===== src/sv/zcpa_pkg.sv =====
`timescale 1ns / 1ps
`default_nettype none
// ----------------------------------------------------------------------------
// zcpa_pkg
// Shared types and constants of the zero-crossing half-period analyzer:
// register indexes, limit register layout, class and slope codes.
// ----------------------------------------------------------------------------
package zcpa_pkg;

	localparam int LIMIT_W      = 20;
	localparam int JUMP_LIMIT_W = 16;
	localparam int CFG_INDEX_W  = 3;
	localparam int CFG_DATA_W   = 20;
	localparam int COUNT_W      = 32;
	localparam int CLASS_W      = 3;
	localparam int DIR_W        = 2;

	localparam logic [LIMIT_W-1:0]      ULTRA_SHORT_RST = LIMIT_W'(40);
	localparam logic [LIMIT_W-1:0]      SHORT_RST       = LIMIT_W'(400);
	localparam logic [LIMIT_W-1:0]      LONG_RST        = LIMIT_W'(600);
	localparam logic [LIMIT_W-1:0]      ULTRA_LONG_RST  = LIMIT_W'(800);
	localparam logic [JUMP_LIMIT_W-1:0] JUMP_RST        = JUMP_LIMIT_W'(450);

	// Register indexes on the config port
	typedef enum logic [CFG_INDEX_W-1:0] {
		REG_ULTRA_SHORT = 3'd0,
		REG_SHORT       = 3'd1,
		REG_LONG        = 3'd2,
		REG_ULTRA_LONG  = 3'd3,
		REG_JUMP        = 3'd4
	} cfg_reg_t;

	typedef enum logic [CLASS_W-1:0] {
		CLASS_NORMAL      = 3'd0,
		CLASS_ULTRA_SHORT = 3'd1,
		CLASS_SHORT       = 3'd2,
		CLASS_ULTRA_LONG  = 3'd3,
		CLASS_LONG        = 3'd4
	} period_class_t;

	// Slope direction, two's complement: -1 falling, 0 unknown, +1 rising
	localparam logic [DIR_W-1:0] DIR_UNKNOWN = 2'b00;
	localparam logic [DIR_W-1:0] DIR_RISING  = 2'b01;
	localparam logic [DIR_W-1:0] DIR_FALLING = 2'b11;

	typedef struct packed {
		logic [LIMIT_W-1:0]      ultra_short;
		logic [LIMIT_W-1:0]      short_lim;
		logic [LIMIT_W-1:0]      long_lim;
		logic [LIMIT_W-1:0]      ultra_long;
		logic [JUMP_LIMIT_W-1:0] jump;
	} limits_t;

endpackage
`default_nettype wire


===== src/sv/zero_crossing_period_analyzer_core.sv =====
`timescale 1ns / 1ps
`default_nettype none
// ----------------------------------------------------------------------------
// zero_crossing_period_analyzer_core
// Zero-crossing half-period analyzer with slope, peak and jump tracking.
// ----------------------------------------------------------------------------
// Takes one sample per clock and returns one result word per sample: the
// sample is held in an input register, the tracking logic works on it in one
// pass and the result lands in an output register. Input and output are
// parted by those two registers, so the input keeps flowing while a result
// waits; in_ready drops only when both hold a word and out_ready is low.
// Limits are to be written through the config port only while no sample is
// in flight, unenforced by the block; there is no clearing pass after reset.
// ----------------------------------------------------------------------------
module zero_crossing_period_analyzer_core #(
	parameter int SAMPLE_WIDTH = 16,
	parameter int PERIOD_WIDTH = 20
) (
	input  wire logic                               clk,
	input  wire logic                               arst_n,
	input  wire logic                               cfg_valid,
	output logic                                    cfg_ready,
	input  wire logic [zcpa_pkg::CFG_INDEX_W-1:0]   cfg_index,
	input  wire logic [zcpa_pkg::CFG_DATA_W-1:0]    cfg_data,
	input  wire logic                               in_valid,
	output logic                                    in_ready,
	input  wire logic signed [SAMPLE_WIDTH-1:0]     sample,
	output logic                                    out_valid,
	input  wire logic                               out_ready,
	output logic                                    crossing,
	output logic [PERIOD_WIDTH-1:0]                 half_period,
	output logic [zcpa_pkg::CLASS_W-1:0]            period_class,
	output logic signed [zcpa_pkg::DIR_W-1:0]       direction,
	output logic signed [SAMPLE_WIDTH-1:0]          min_seen,
	output logic [SAMPLE_WIDTH-2:0]                 max_seen,
	output logic signed [SAMPLE_WIDTH-1:0]          sample_two_back,
	output logic signed [SAMPLE_WIDTH-1:0]          sample_one_back,
	output logic                                    jump,
	output logic [SAMPLE_WIDTH-1:0]                 jump_size,
	output logic [zcpa_pkg::COUNT_W-1:0]            crossing_count,
	output logic [zcpa_pkg::COUNT_W-1:0]            filtered_total
);

	zcpa_pkg::limits_t limits;

	logic                           valid_s1, valid_s2;
	logic signed [SAMPLE_WIDTH-1:0] sample_s1;
	logic                           advance;

	logic                           r_crossing, r_jump;
	logic [PERIOD_WIDTH-1:0]        r_half;
	logic [zcpa_pkg::CLASS_W-1:0]   r_class;
	logic [zcpa_pkg::DIR_W-1:0]     r_dir;
	logic signed [SAMPLE_WIDTH-1:0] r_min, r_two, r_one;
	logic [SAMPLE_WIDTH-2:0]        r_max;
	logic [SAMPLE_WIDTH-1:0]        r_jsize;
	logic [zcpa_pkg::COUNT_W-1:0]   r_count, r_total;

	logic                           crossing_s2, jump_s2;
	logic [PERIOD_WIDTH-1:0]        half_s2;
	logic [zcpa_pkg::CLASS_W-1:0]   class_s2;
	logic [zcpa_pkg::DIR_W-1:0]     dir_s2;
	logic signed [SAMPLE_WIDTH-1:0] min_s2, two_s2, one_s2;
	logic [SAMPLE_WIDTH-2:0]        max_s2;
	logic [SAMPLE_WIDTH-1:0]        jsize_s2;
	logic [zcpa_pkg::COUNT_W-1:0]   count_s2, total_s2;

	assign cfg_ready = 1'b1;

	zcpa_cfg_regs u_cfg (
		.clk       (clk),
		.arst_n    (arst_n),
		.cfg_valid (cfg_valid),
		.cfg_index (cfg_index),
		.cfg_data  (cfg_data),
		.limits    (limits)
	);

	// the input word moves on when the output register is free or drains
	assign advance  = valid_s1 && (!valid_s2 || out_ready);
	assign in_ready = !valid_s1 || advance;

	always_ff @(posedge clk or negedge arst_n) begin
		if (!arst_n) begin
			valid_s1 <= 1'b0;
		end else if (in_ready) begin
			valid_s1 <= in_valid;
		end
	end

	always_ff @(posedge clk) begin
		if (in_valid && in_ready)
			sample_s1 <= sample;
	end

	zcpa_track #(
		.SAMPLE_WIDTH (SAMPLE_WIDTH),
		.PERIOD_WIDTH (PERIOD_WIDTH)
	) u_track (
		.clk             (clk),
		.arst_n          (arst_n),
		.advance         (advance),
		.sample_in       (sample_s1),
		.limits          (limits),
		.res_crossing    (r_crossing),
		.res_half_period (r_half),
		.res_class       (r_class),
		.res_direction   (r_dir),
		.res_min         (r_min),
		.res_max         (r_max),
		.res_two_back    (r_two),
		.res_one_back    (r_one),
		.res_jump        (r_jump),
		.res_jump_size   (r_jsize),
		.res_cross_count (r_count),
		.res_total       (r_total)
	);

	always_ff @(posedge clk or negedge arst_n) begin
		if (!arst_n) begin
			valid_s2 <= 1'b0;
		end else if (!valid_s2 || out_ready) begin
			valid_s2 <= valid_s1;
		end
	end

	always_ff @(posedge clk) begin
		if (advance) begin
			crossing_s2 <= r_crossing;
			half_s2     <= r_half;
			class_s2    <= r_class;
			dir_s2      <= r_dir;
			min_s2      <= r_min;
			max_s2      <= r_max;
			two_s2      <= r_two;
			one_s2      <= r_one;
			jump_s2     <= r_jump;
			jsize_s2    <= r_jsize;
			count_s2    <= r_count;
			total_s2    <= r_total;
		end
	end

	assign out_valid       = valid_s2;
	assign crossing        = crossing_s2;
	assign half_period     = half_s2;
	assign period_class    = class_s2;
	assign direction       = dir_s2;
	assign min_seen        = min_s2;
	assign max_seen        = max_s2;
	assign sample_two_back = two_s2;
	assign sample_one_back = one_s2;
	assign jump            = jump_s2;
	assign jump_size       = jsize_s2;
	assign crossing_count  = count_s2;
	assign filtered_total  = total_s2;

endmodule
`default_nettype wire


===== src/sv/zcpa_cfg_regs.sv =====
`timescale 1ns / 1ps
`default_nettype none
// ----------------------------------------------------------------------------
// zcpa_cfg_regs
// Limit registers behind the config write port. Unknown indexes are dropped.
// ----------------------------------------------------------------------------
module zcpa_cfg_regs (
	input  wire logic                               clk,
	input  wire logic                               arst_n,
	input  wire logic                               cfg_valid,
	input  wire logic [zcpa_pkg::CFG_INDEX_W-1:0]   cfg_index,
	input  wire logic [zcpa_pkg::CFG_DATA_W-1:0]    cfg_data,
	output zcpa_pkg::limits_t                       limits
);

	zcpa_pkg::limits_t limits_q;

	always_ff @(posedge clk or negedge arst_n) begin
		if (!arst_n) begin
			limits_q.ultra_short <= zcpa_pkg::ULTRA_SHORT_RST;
			limits_q.short_lim   <= zcpa_pkg::SHORT_RST;
			limits_q.long_lim    <= zcpa_pkg::LONG_RST;
			limits_q.ultra_long  <= zcpa_pkg::ULTRA_LONG_RST;
			limits_q.jump        <= zcpa_pkg::JUMP_RST;
		end else if (cfg_valid) begin
			unique case (zcpa_pkg::cfg_reg_t'(cfg_index))
				zcpa_pkg::REG_ULTRA_SHORT: limits_q.ultra_short <= cfg_data;
				zcpa_pkg::REG_SHORT:       limits_q.short_lim   <= cfg_data;
				zcpa_pkg::REG_LONG:        limits_q.long_lim    <= cfg_data;
				zcpa_pkg::REG_ULTRA_LONG:  limits_q.ultra_long  <= cfg_data;
				zcpa_pkg::REG_JUMP: begin
					limits_q.jump <= cfg_data[zcpa_pkg::JUMP_LIMIT_W-1:0];
				end
				default: ;
			endcase
		end
	end

	assign limits = limits_q;

endmodule
`default_nettype wire


===== src/sv/zcpa_track.sv =====
`timescale 1ns / 1ps
`default_nettype none
// ----------------------------------------------------------------------------
// zcpa_track
// Per-sample tracking state (history, slope, peaks, counters) and the
// single-pass logic that turns one sample into one result word.
// ----------------------------------------------------------------------------
module zcpa_track #(
	parameter int SAMPLE_WIDTH = 16,
	parameter int PERIOD_WIDTH = 20
) (
	input  wire logic                                clk,
	input  wire logic                                arst_n,
	input  wire logic                                advance,
	input  wire logic signed [SAMPLE_WIDTH-1:0]      sample_in,
	input  zcpa_pkg::limits_t                        limits,
	output logic                                     res_crossing,
	output logic [PERIOD_WIDTH-1:0]                  res_half_period,
	output logic [zcpa_pkg::CLASS_W-1:0]             res_class,
	output logic [zcpa_pkg::DIR_W-1:0]               res_direction,
	output logic signed [SAMPLE_WIDTH-1:0]           res_min,
	output logic [SAMPLE_WIDTH-2:0]                  res_max,
	output logic signed [SAMPLE_WIDTH-1:0]           res_two_back,
	output logic signed [SAMPLE_WIDTH-1:0]           res_one_back,
	output logic                                     res_jump,
	output logic [SAMPLE_WIDTH-1:0]                  res_jump_size,
	output logic [zcpa_pkg::COUNT_W-1:0]             res_cross_count,
	output logic [zcpa_pkg::COUNT_W-1:0]             res_total
);

	localparam int CMP_W  = (PERIOD_WIDTH > zcpa_pkg::LIMIT_W) ? PERIOD_WIDTH
		: zcpa_pkg::LIMIT_W;
	localparam int JCMP_W = (SAMPLE_WIDTH > zcpa_pkg::JUMP_LIMIT_W) ? SAMPLE_WIDTH
		: zcpa_pkg::JUMP_LIMIT_W;

	logic signed [SAMPLE_WIDTH-1:0] last_q, older_q, low_q;
	logic [SAMPLE_WIDTH-2:0]        high_q;
	logic [zcpa_pkg::DIR_W-1:0]     dir_q;
	logic [PERIOD_WIDTH-1:0]        since_q;
	logic [1:0]                     warm_q;
	logic [zcpa_pkg::COUNT_W-1:0]   count_q, sum_q;

	logic [zcpa_pkg::DIR_W-1:0]     dir_nxt;
	logic signed [SAMPLE_WIDTH-1:0] low_nxt;
	logic [SAMPLE_WIDTH-2:0]        high_nxt;
	logic [PERIOD_WIDTH-1:0]        since_inc;
	logic                           cross_hit;
	logic [CMP_W-1:0]               half_ext;
	zcpa_pkg::period_class_t        cls;
	logic [zcpa_pkg::COUNT_W:0]     sum_add;
	logic [zcpa_pkg::COUNT_W-1:0]   sum_nxt, count_nxt;
	logic signed [SAMPLE_WIDTH:0]   diff;
	logic [SAMPLE_WIDTH:0]          diff_abs;
	logic [SAMPLE_WIDTH-1:0]        jsize;

	always_comb begin
		dir_nxt = dir_q;
		if (sample_in > last_q)
			dir_nxt = zcpa_pkg::DIR_RISING;
		else if (sample_in < last_q)
			dir_nxt = zcpa_pkg::DIR_FALLING;

		// peaks move only in the direction of the slope
		high_nxt = high_q;
		low_nxt  = low_q;
		if (dir_nxt == zcpa_pkg::DIR_RISING
				&& $signed({1'b0, high_q}) < sample_in)
			high_nxt = sample_in[SAMPLE_WIDTH-2:0];
		else if (dir_nxt == zcpa_pkg::DIR_FALLING && low_q > sample_in)
			low_nxt = sample_in;

		since_inc = (since_q == '1) ? since_q : since_q + 1'b1;

		cross_hit = warm_q[1] && ((last_q < 0 && sample_in > 0)
			|| (last_q > 0 && sample_in < 0));

		half_ext = CMP_W'(since_inc);
		if (half_ext < CMP_W'(limits.ultra_short))
			cls = zcpa_pkg::CLASS_ULTRA_SHORT;
		else if (half_ext < CMP_W'(limits.short_lim))
			cls = zcpa_pkg::CLASS_SHORT;
		else if (half_ext > CMP_W'(limits.ultra_long))
			cls = zcpa_pkg::CLASS_ULTRA_LONG;
		else if (half_ext > CMP_W'(limits.long_lim))
			cls = zcpa_pkg::CLASS_LONG;
		else
			cls = zcpa_pkg::CLASS_NORMAL;

		sum_add = {1'b0, sum_q} + (zcpa_pkg::COUNT_W + 1)'(since_inc);
		sum_nxt = sum_q;
		if (cross_hit && cls == zcpa_pkg::CLASS_NORMAL)
			sum_nxt = sum_add[zcpa_pkg::COUNT_W] ? '1 : sum_add[zcpa_pkg::COUNT_W-1:0];

		count_nxt = count_q;
		if (cross_hit && count_q != '1)
			count_nxt = count_q + 1'b1;

		diff     = {sample_in[SAMPLE_WIDTH-1], sample_in} - {last_q[SAMPLE_WIDTH-1], last_q};
		diff_abs = diff[SAMPLE_WIDTH] ? (~diff + 1'b1) : diff;
		jsize    = diff_abs[SAMPLE_WIDTH-1:0];
	end

	always_ff @(posedge clk or negedge arst_n) begin
		if (!arst_n) begin
			last_q  <= '0;
			older_q <= '0;
			dir_q   <= zcpa_pkg::DIR_UNKNOWN;
			high_q  <= '0;
			low_q   <= '0;
			since_q <= '0;
			warm_q  <= '0;
			count_q <= '0;
			sum_q   <= '0;
		end else if (advance) begin
			last_q  <= sample_in;
			older_q <= last_q;
			dir_q   <= dir_nxt;
			// the extreme on the side just entered is cleared at a crossing
			high_q  <= (cross_hit && dir_nxt == zcpa_pkg::DIR_RISING) ? '0 : high_nxt;
			low_q   <= (cross_hit && dir_nxt == zcpa_pkg::DIR_FALLING) ? '0 : low_nxt;
			since_q <= cross_hit ? '0 : since_inc;
			if (!warm_q[1])
				warm_q <= warm_q + 1'b1;
			count_q <= count_nxt;
			sum_q   <= sum_nxt;
		end
	end

	assign res_crossing    = cross_hit;
	assign res_half_period = cross_hit ? since_inc : '0;
	assign res_class       = cross_hit ? cls : zcpa_pkg::CLASS_NORMAL;
	assign res_direction   = dir_nxt;
	assign res_min         = low_nxt;
	assign res_max         = high_nxt;
	assign res_two_back    = older_q;
	assign res_one_back    = last_q;
	assign res_jump        = JCMP_W'(jsize) > JCMP_W'(limits.jump);
	assign res_jump_size   = jsize;
	assign res_cross_count = count_nxt;
	assign res_total       = sum_nxt;

endmodule
`default_nettype wire


===== config.mk =====
export PLATFORM = sky130hd
export DESIGN_NAME = zero_crossing_period_analyzer_core
export DESIGN_NICKNAME = d
export VERILOG_FILES = /design/src/sv/zcpa_pkg.sv /design/src/sv/zero_crossing_period_analyzer_core.sv /design/src/sv/zcpa_cfg_regs.sv /design/src/sv/zcpa_track.sv
export SDC_FILE = /design/constraint.sdc
export NUM_CORES = 1
export LEC_CHECK = 0
export ABC_AREA = 1
export BUFFER_PORTS_ARGS = -buffer_cell sky130_fd_sc_hd__buf_2
export CAP_MARGIN = 20
export CORE_MARGIN = 2
export CORE_UTILIZATION = 45
export DETAILED_ROUTE_END_ITERATION = 6
export SETUP_SLACK_MARGIN = 0.05
export SYNTH_ARGS = -nofsm -noshare
export SYNTH_HDL_FRONTEND = slang
export SYNTH_SLANG_ARGS = --single-unit

===== constraint.sdc =====
create_clock -name clk -period 7.6 [get_ports clk]
set_clock_uncertainty 0.1 [all_clocks]
set_input_delay 1.9 -clock clk [delete_from_list [all_inputs] [get_ports clk]]
set_output_delay 1.9 -clock clk [all_outputs]
set_load 0.005 [all_outputs]

# Word-level counts from Yosys, hierarchy flattened
# Index checks and enable logic that the tools add are counted.
# Widths: inputs -> output; s select.
# totals
regBits	435
inputBits	44
out_inout_bits	173
# op_classes
add_sub_neg	6
magnitude_cmp	13
n_eq_ne	8
mux	18
bitwise_logic	2
reduce_logical	24
# ops
op	count
$mux 32	3
$mux 16	4
$gt 16x16->1	3
$gt 20x20->1	2
$lt 20x20->1	2
$mux 20	2
$add 32x20->33	1
$add 32x1->32 const B	1
$gt 16x1->1 const B	2
$lt 16x1->1 const B	2
$lt 16x16->1	2
$ne 32x32->1 const B	1
$mux 15	2
$add 20x1->20 const B	1
$eq 20x20->1 const B	1
$sub 16x16->17	1
$add 16x1->16 const B	1
$not 16->16	1
$mux 3	4
$reduce_and 2->1	6
$logic_and 1x1->1	11
$eq 3x2->1 const B	2
$logic_not 3->1	2
$mux 2	3
8 further kinds	11

# Logic depth before layout (Yosys ltp)
# logic_depth
depth_word	10
ltp_mapped	28
mapped_depth_nobuf	27

# Hierarchy
# From an unflattened synthesis, not the netlist that was laid out.
# hier_totals
hier_cells	2871
hier_area_um2	24410.9
# by_module_without_submodules
mod	instances	cells_per_inst	area_per_inst_um2	seq_area_each_um2
zcpa_track	1	2242	14903.0	3778.6
zero_crossing_period_analyzer_core	1	200	5691.7	5635.4
zcpa_cfg_regs	1	429	3816.2	2422.3

# Worst setup path before layout
# Ideal clock, no wire load.
# synth_path
path_type	in2reg
startpoint	input port out_ready
endpoint	register crossing_s2, in the netlist crossing, enable pin
setup_time_ns	0.600
arrival_time_ns	7.329
setup_slack_ns	-0.429
path_stages	6
n_path_buf	2
path_cell_list	inv_1 -> nand2_1 -> nand2_1 -> clkinv_1 -> clkbuf_1 -> buf_1
# synth_between
elab_chain_len	2
# synth_lines
item	line_no	source
start, declared	zero_crossing_period_analyzer_core.sv:29	input wire logic out_ready,
$logic_or 1x1->1	zero_crossing_period_analyzer_core.sv:80	assign advance = valid_s1 && (!valid_s2 || out_ready);
$logic_and 1x1->1	zero_crossing_period_analyzer_core.sv:80	
net advance	zero_crossing_period_analyzer_core.sv:48	logic advance;
end signal, assigned	zero_crossing_period_analyzer_core.sv:129	crossing_s2 <= r_crossing;
end, declared	zero_crossing_period_analyzer_core.sv:59	logic crossing_s2, jump_s2;
# The timed path passes the listed nets, and every way through them passes these cells.
# A chain may end at the register's enable or synchronous reset.

# Worst setup path in the final report
# layout_path
startpoint	register u_track.since_q[0]
endpoint	register total_s2 (netlist bit filtered_total[23]) (data pin)
# layout_between
elab_chain_len	10
elab_cells_between_ends	16
cone_classes	2 x add/sub; 4 x order compare; 1 x eq/ne; 7 x mux; 2 x reduce/logical
# layout_lines
item	line_no	source
start, declared	zcpa_track.sv:39	logic [PERIOD_WIDTH-1:0] since_q;
start signal, assigned	zcpa_track.sv:121	since_q <= cross_hit ? '0 : since_inc;
$add 20x1->20 / $eq 20x20->1 (equally long branches)	zcpa_track.sv:72	since_inc = (since_q == '1) ? since_q : since_q + 1'b1;
$mux 20 *	zcpa_track.sv:72	
net u_track.half_ext[11]	zcpa_track.sv:48	logic [CMP_W-1:0] half_ext;
$gt 20x20->1	zcpa_track.sv:84	else if (half_ext > CMP_W'(limits.long_lim))
$mux 3	zcpa_track.sv:84	
$mux 3	zcpa_track.sv:82	else if (half_ext > CMP_W'(limits.ultra_long))
$mux 3	zcpa_track.sv:80	else if (half_ext < CMP_W'(limits.short_lim))
$mux 3	zcpa_track.sv:78	if (half_ext < CMP_W'(limits.ultra_short))
$logic_not 3->1	zcpa_track.sv:91	if (cross_hit && cls == zcpa_pkg::CLASS_NORMAL)
$logic_and 1x1->1	zcpa_track.sv:91	
$mux 32 *	zcpa_track.sv:91	
net r_total, one bit	zero_crossing_period_analyzer_core.sv:57	logic [zcpa_pkg::COUNT_W-1:0] r_count, r_total;
end signal, assigned	zero_crossing_period_analyzer_core.sv:140	total_s2 <= r_total;
end, declared	zero_crossing_period_analyzer_core.sv:66	logic [zcpa_pkg::COUNT_W-1:0] count_s2, total_s2;
# Mark *: on every way through the listed nets, which the timed path passes. The rest lies on a longest branch.

==> out/results.tsv <==
stage	metric	value	unit
routing	DRC viols	0	
routing	WL/cell	17.5	µm
clock_network	setup bufs post-CTS	0	
timing	slew at the pin closest to its max-slew limit	1010	ps
synthesis	post-synth top area share	0.244	
global_route	vias in the first global route	18500	
routing	Vias/cell	5.25	
global_route	largest net degree at the start of global routing	155	
timing	setup TNS	0	ps
global_route	first-pass GRT wire length	101000	µm
critical_path	Critical path buffers and inverters	3	
synthesis	Synth Flop Type	dfrtp_1	
critical_path	crit-path cells	ha_1 > nand3_1 > inv_2 > nand2_1 > nor2_1 > nand2_1 > nor2_1 > inv_1 > nand3b_1 > nor2_1 > xor2_1 > ha_1 > nand2_1 > nor2_1 > nor3b_1 > nand4_1 > nand2_1 > nand3_1 > inv_2 > nand3_2 > nand2_1 > and2_1	
critical_path	crit-path max FO	33	
global_route	total track usage	0.234	
timing	final hold violation count	0	
global_route	initial antenna violation count	0	
critical_path	CP peak stage delay	780	ps
clock_network	Worst-path clk slew	60	ps
routing	Routed WL	64200	µm
floorplanning	initial core utilization	0.455	
floorplanning	io pins	217	
finish	final core occ	0.519	
pwr	Max IR drop VDD	233	µV
clock_network	post-cts resize count	0	
synthesis	Synth area leaders	dfrtp_1 24%, edfxtp_1 23%, nand2_1 11%	
synthesis	Seq/Total Area, Yosys	0.495	
critical_path	CP endpoint kind	flop	
synthesis	ys async rst share	0.572	
pwr	sequential share of power	0.385	
floorplanning	die area	55000	µm²
clock_network	Num CTS Buffers	47	
critical_path	CP max-delay cell	nand3_2	
routing	number of DRC markers in iteration 0	1561	
synthesis	Syn Nets	2962	
floorplanning	area of the core	52600	µm²
placement	IO Port Bufs	215	
synthesis	Syn. warnings	0	
synthesis	Mapped Cells	2752	
timing	RSZ-0062 raised after global routing	false	
clock_network	Root Driver	clkbuf_16	
min_path	HP Class	reg -> reg	
timing	Worst Hold Slack	349	ps
clock_network	Clock Latency Late Sink	610	ps
clock_network	hold bufs inserted after CTS	0	
clock_network	number of H-tree levels	2	
routing	DRT Pass-1 Iters	5	
critical_path	CP arrival	6090	ps
synthesis	most frequent cells after synthesis	677 x nand2_1, 381 x inv_1, 233 x dfrtp_1	
critical_path	Crit path max-delay family	simple AND/OR/NAND/NOR gates	
status	status	completed	
floorplanning	std cell rows	84	
synthesis	Seq cells post-synth	435	
timing	fmax	175	MHz
finish	antenna fix cells	0	
critical_path	startpoint types	flop	
synthesis	area leader, netlist	dfrtp_1	
finish	FILL cells	4872	
finish	share of layout cells above drive strength 1	0.123	
floorplanning	Die Height	235	µm
timing	Final Max Slew Viols	0	
synthesis	Cell variety after synth	56	
routing	via count	19300	
timing	Final Cycle Share	0.752	
pwr	cell leakage power	0.0131	µW
clock_network	clock sinks	435	
global_route	total gr overflow	0	
finish	Layout Nets	3156	
placement	DP HPWL	46400	µm
placement	gp weighted congestion	0.899	
pwr	logic gate share of total power	0.359	
synthesis	most frequent cell after synthesis	nand2_1	
clock_network	CTS Buffer Depth	3	
finish	Reg area	11800	µm²
pwr	Psw	3630	µW
pwr	internal power	5930	µW
synthesis	Post-synth EDFFs	186	
critical_path	most frequent cell on the critical path	nand2_1	
timing	# setup viols final	0	
timing	Slew HR	0.330	
routing	Routed Antenna Nets	0	
pwr	sw frac	0.380	
clock_network	TritonCTS clock tree	built	
synthesis	Netlist Area Pre-Place	23900	µm²
critical_path	Crit Path Class	reg -> reg	
floorplanning	Die X-Extent	235	µm
flow_run	max_cap viols	0	
critical_path	Req. time, crit path	7980	ps
synthesis	Avg Cell Area, Syn	8.69	µm²
finish	Area growth, synth to finish	14.1	%
timing	Tmin final	5710	ps
pwr	clock network power share	0.256	
finish	multi-input logic area	10300	µm²
pwr	power per cell area	350	nW/µm²
## kinds of logic after synthesis
family                     synth area share
other                              0.000157
and+or+nand+nor                       0.222
buffers and inverters                0.0767
AOI/OAI and AO/OA                    0.0859
adders and majority gates            0.0875
muxes                              0.000419
xor gates and xnor gates             0.0325
DFF                                   0.495
## metal layers
metal | GRT usage | vias up | part of all wire
li1 | - | 9458 | -
met1 | 0.344 | 9278 | 0.48
met2 | 0.369 | 458 | 0.46
met3 | 0.0276 | 81 | 0.047
met4 | 0.0603 | 0 | 0.020
met5 | 0 | - | 0
## stage by stage
step                      power, µW  instance area (µm²)  cells  setup slack [ps]
after detailed placement       7110                25600   3585              1940
after global placement         7020                25600   3585              2150
final                          9560                27300   3673              1890
after CTS                      9630                27300   3673              1900
after global routing          10300                27300   3673              1180
after floorplan                5970                23900   2752               251
## worst paths after layout
check / from / slack, ps / cells after the start / to
max in group asynchronous: arst_n / 4830 / 2 / u_track.low_q[1]
min in group asynchronous: arst_n / 1220 / 1 / u_cfg.limits[59]
worst max-delay path: u_track.since_q[0] / 1890 / 22 / filtered_total[23]
worst min-delay path: u_track.res_two_back[3] / 350 / 0 / sample_two_back[3]
worst max register to register: u_track.since_q[0] / 1890 / 22 / filtered_total[23]
worst min register to register: u_track.res_two_back[3] / 350 / 0 / sample_two_back[3]
## flip-flops by register name (all words and copies together) (netlist names), 2 cells and up
register / flops
crossing_count: 32
direction: 2
filtered_total: 32
half_period: 20
jump_size: 16
max_seen: 15
min_seen: 16
period_class: 3
sample_one_back: 16
sample_s1: 16
sample_two_back: 16
u_cfg.limits: 96
u_track.count_q: 32
u_track.dir_q: 2
u_track.high_q: 15
u_track.low_q: 16
u_track.res_one_back: 16
u_track.res_two_back: 16
u_track.since_q: 20
u_track.sum_q: 32
u_track.warm_q: 2
## final cells by class
type | instances | share of cell area
tap | 688 | 0.0315
sequential | 435 | 0.434
inverter | 393 | 0.0543
clock inverter | 28 | 0.0128
clock buffer | 60 | 0.0478
timing repair buffer | 226 | 0.0437
multi-input combinational | 1843 | 0.376
## power groups by stage
stage	combinational, µW	clock, µW	sequential [µW]
2_1_floorplan	2330	0	3630
3_3_place_gp	3310	0	3700
3_5_place_dp	3400	0	3710
4_1_cts	3440	2510	3680
5_1_grt	3910	2600	3750
6_report	3430	2450	3680
## worst reg2reg max path, stage by stage (launching register included)
cell and delay (ps):
dfrtp_1 380, ha_1 190, nand3_1 150, inv_2 90
nand2_1 110, nor2_1 180, nand2_1 100, nor2_1 250
inv_1 190, nand3b_1 160, nor2_1 60, xor2_1 640
ha_1 240, nand2_1 90, nor2_1 150, nor3b_1 310
nand4_1 140, nand2_1 140, nand3_1 180, inv_2 480
nand3_2 790, nand2_1 300, and2_1 150
## placed cells by master, fill, tap and decap left out, drive strengths merged, types with 6 or more instances in the layout
cell,count
bufinv,6
nor2,163
xnor2,9
dfrtp,233
xor2,78
and2,64
a21o,6
inv,397
o21bai,7
nand2,682
clkinvlp,6
a31oi,8
buf,226
o21ai,223
nor3,41
nor4,19
ha,164
o22ai,15
a21oi,105
nand4,78
edfxtp,186
nand3,148
dfstp,16
clkinv,12
clkbuf,60
Power figures use the tool's default switching activity.
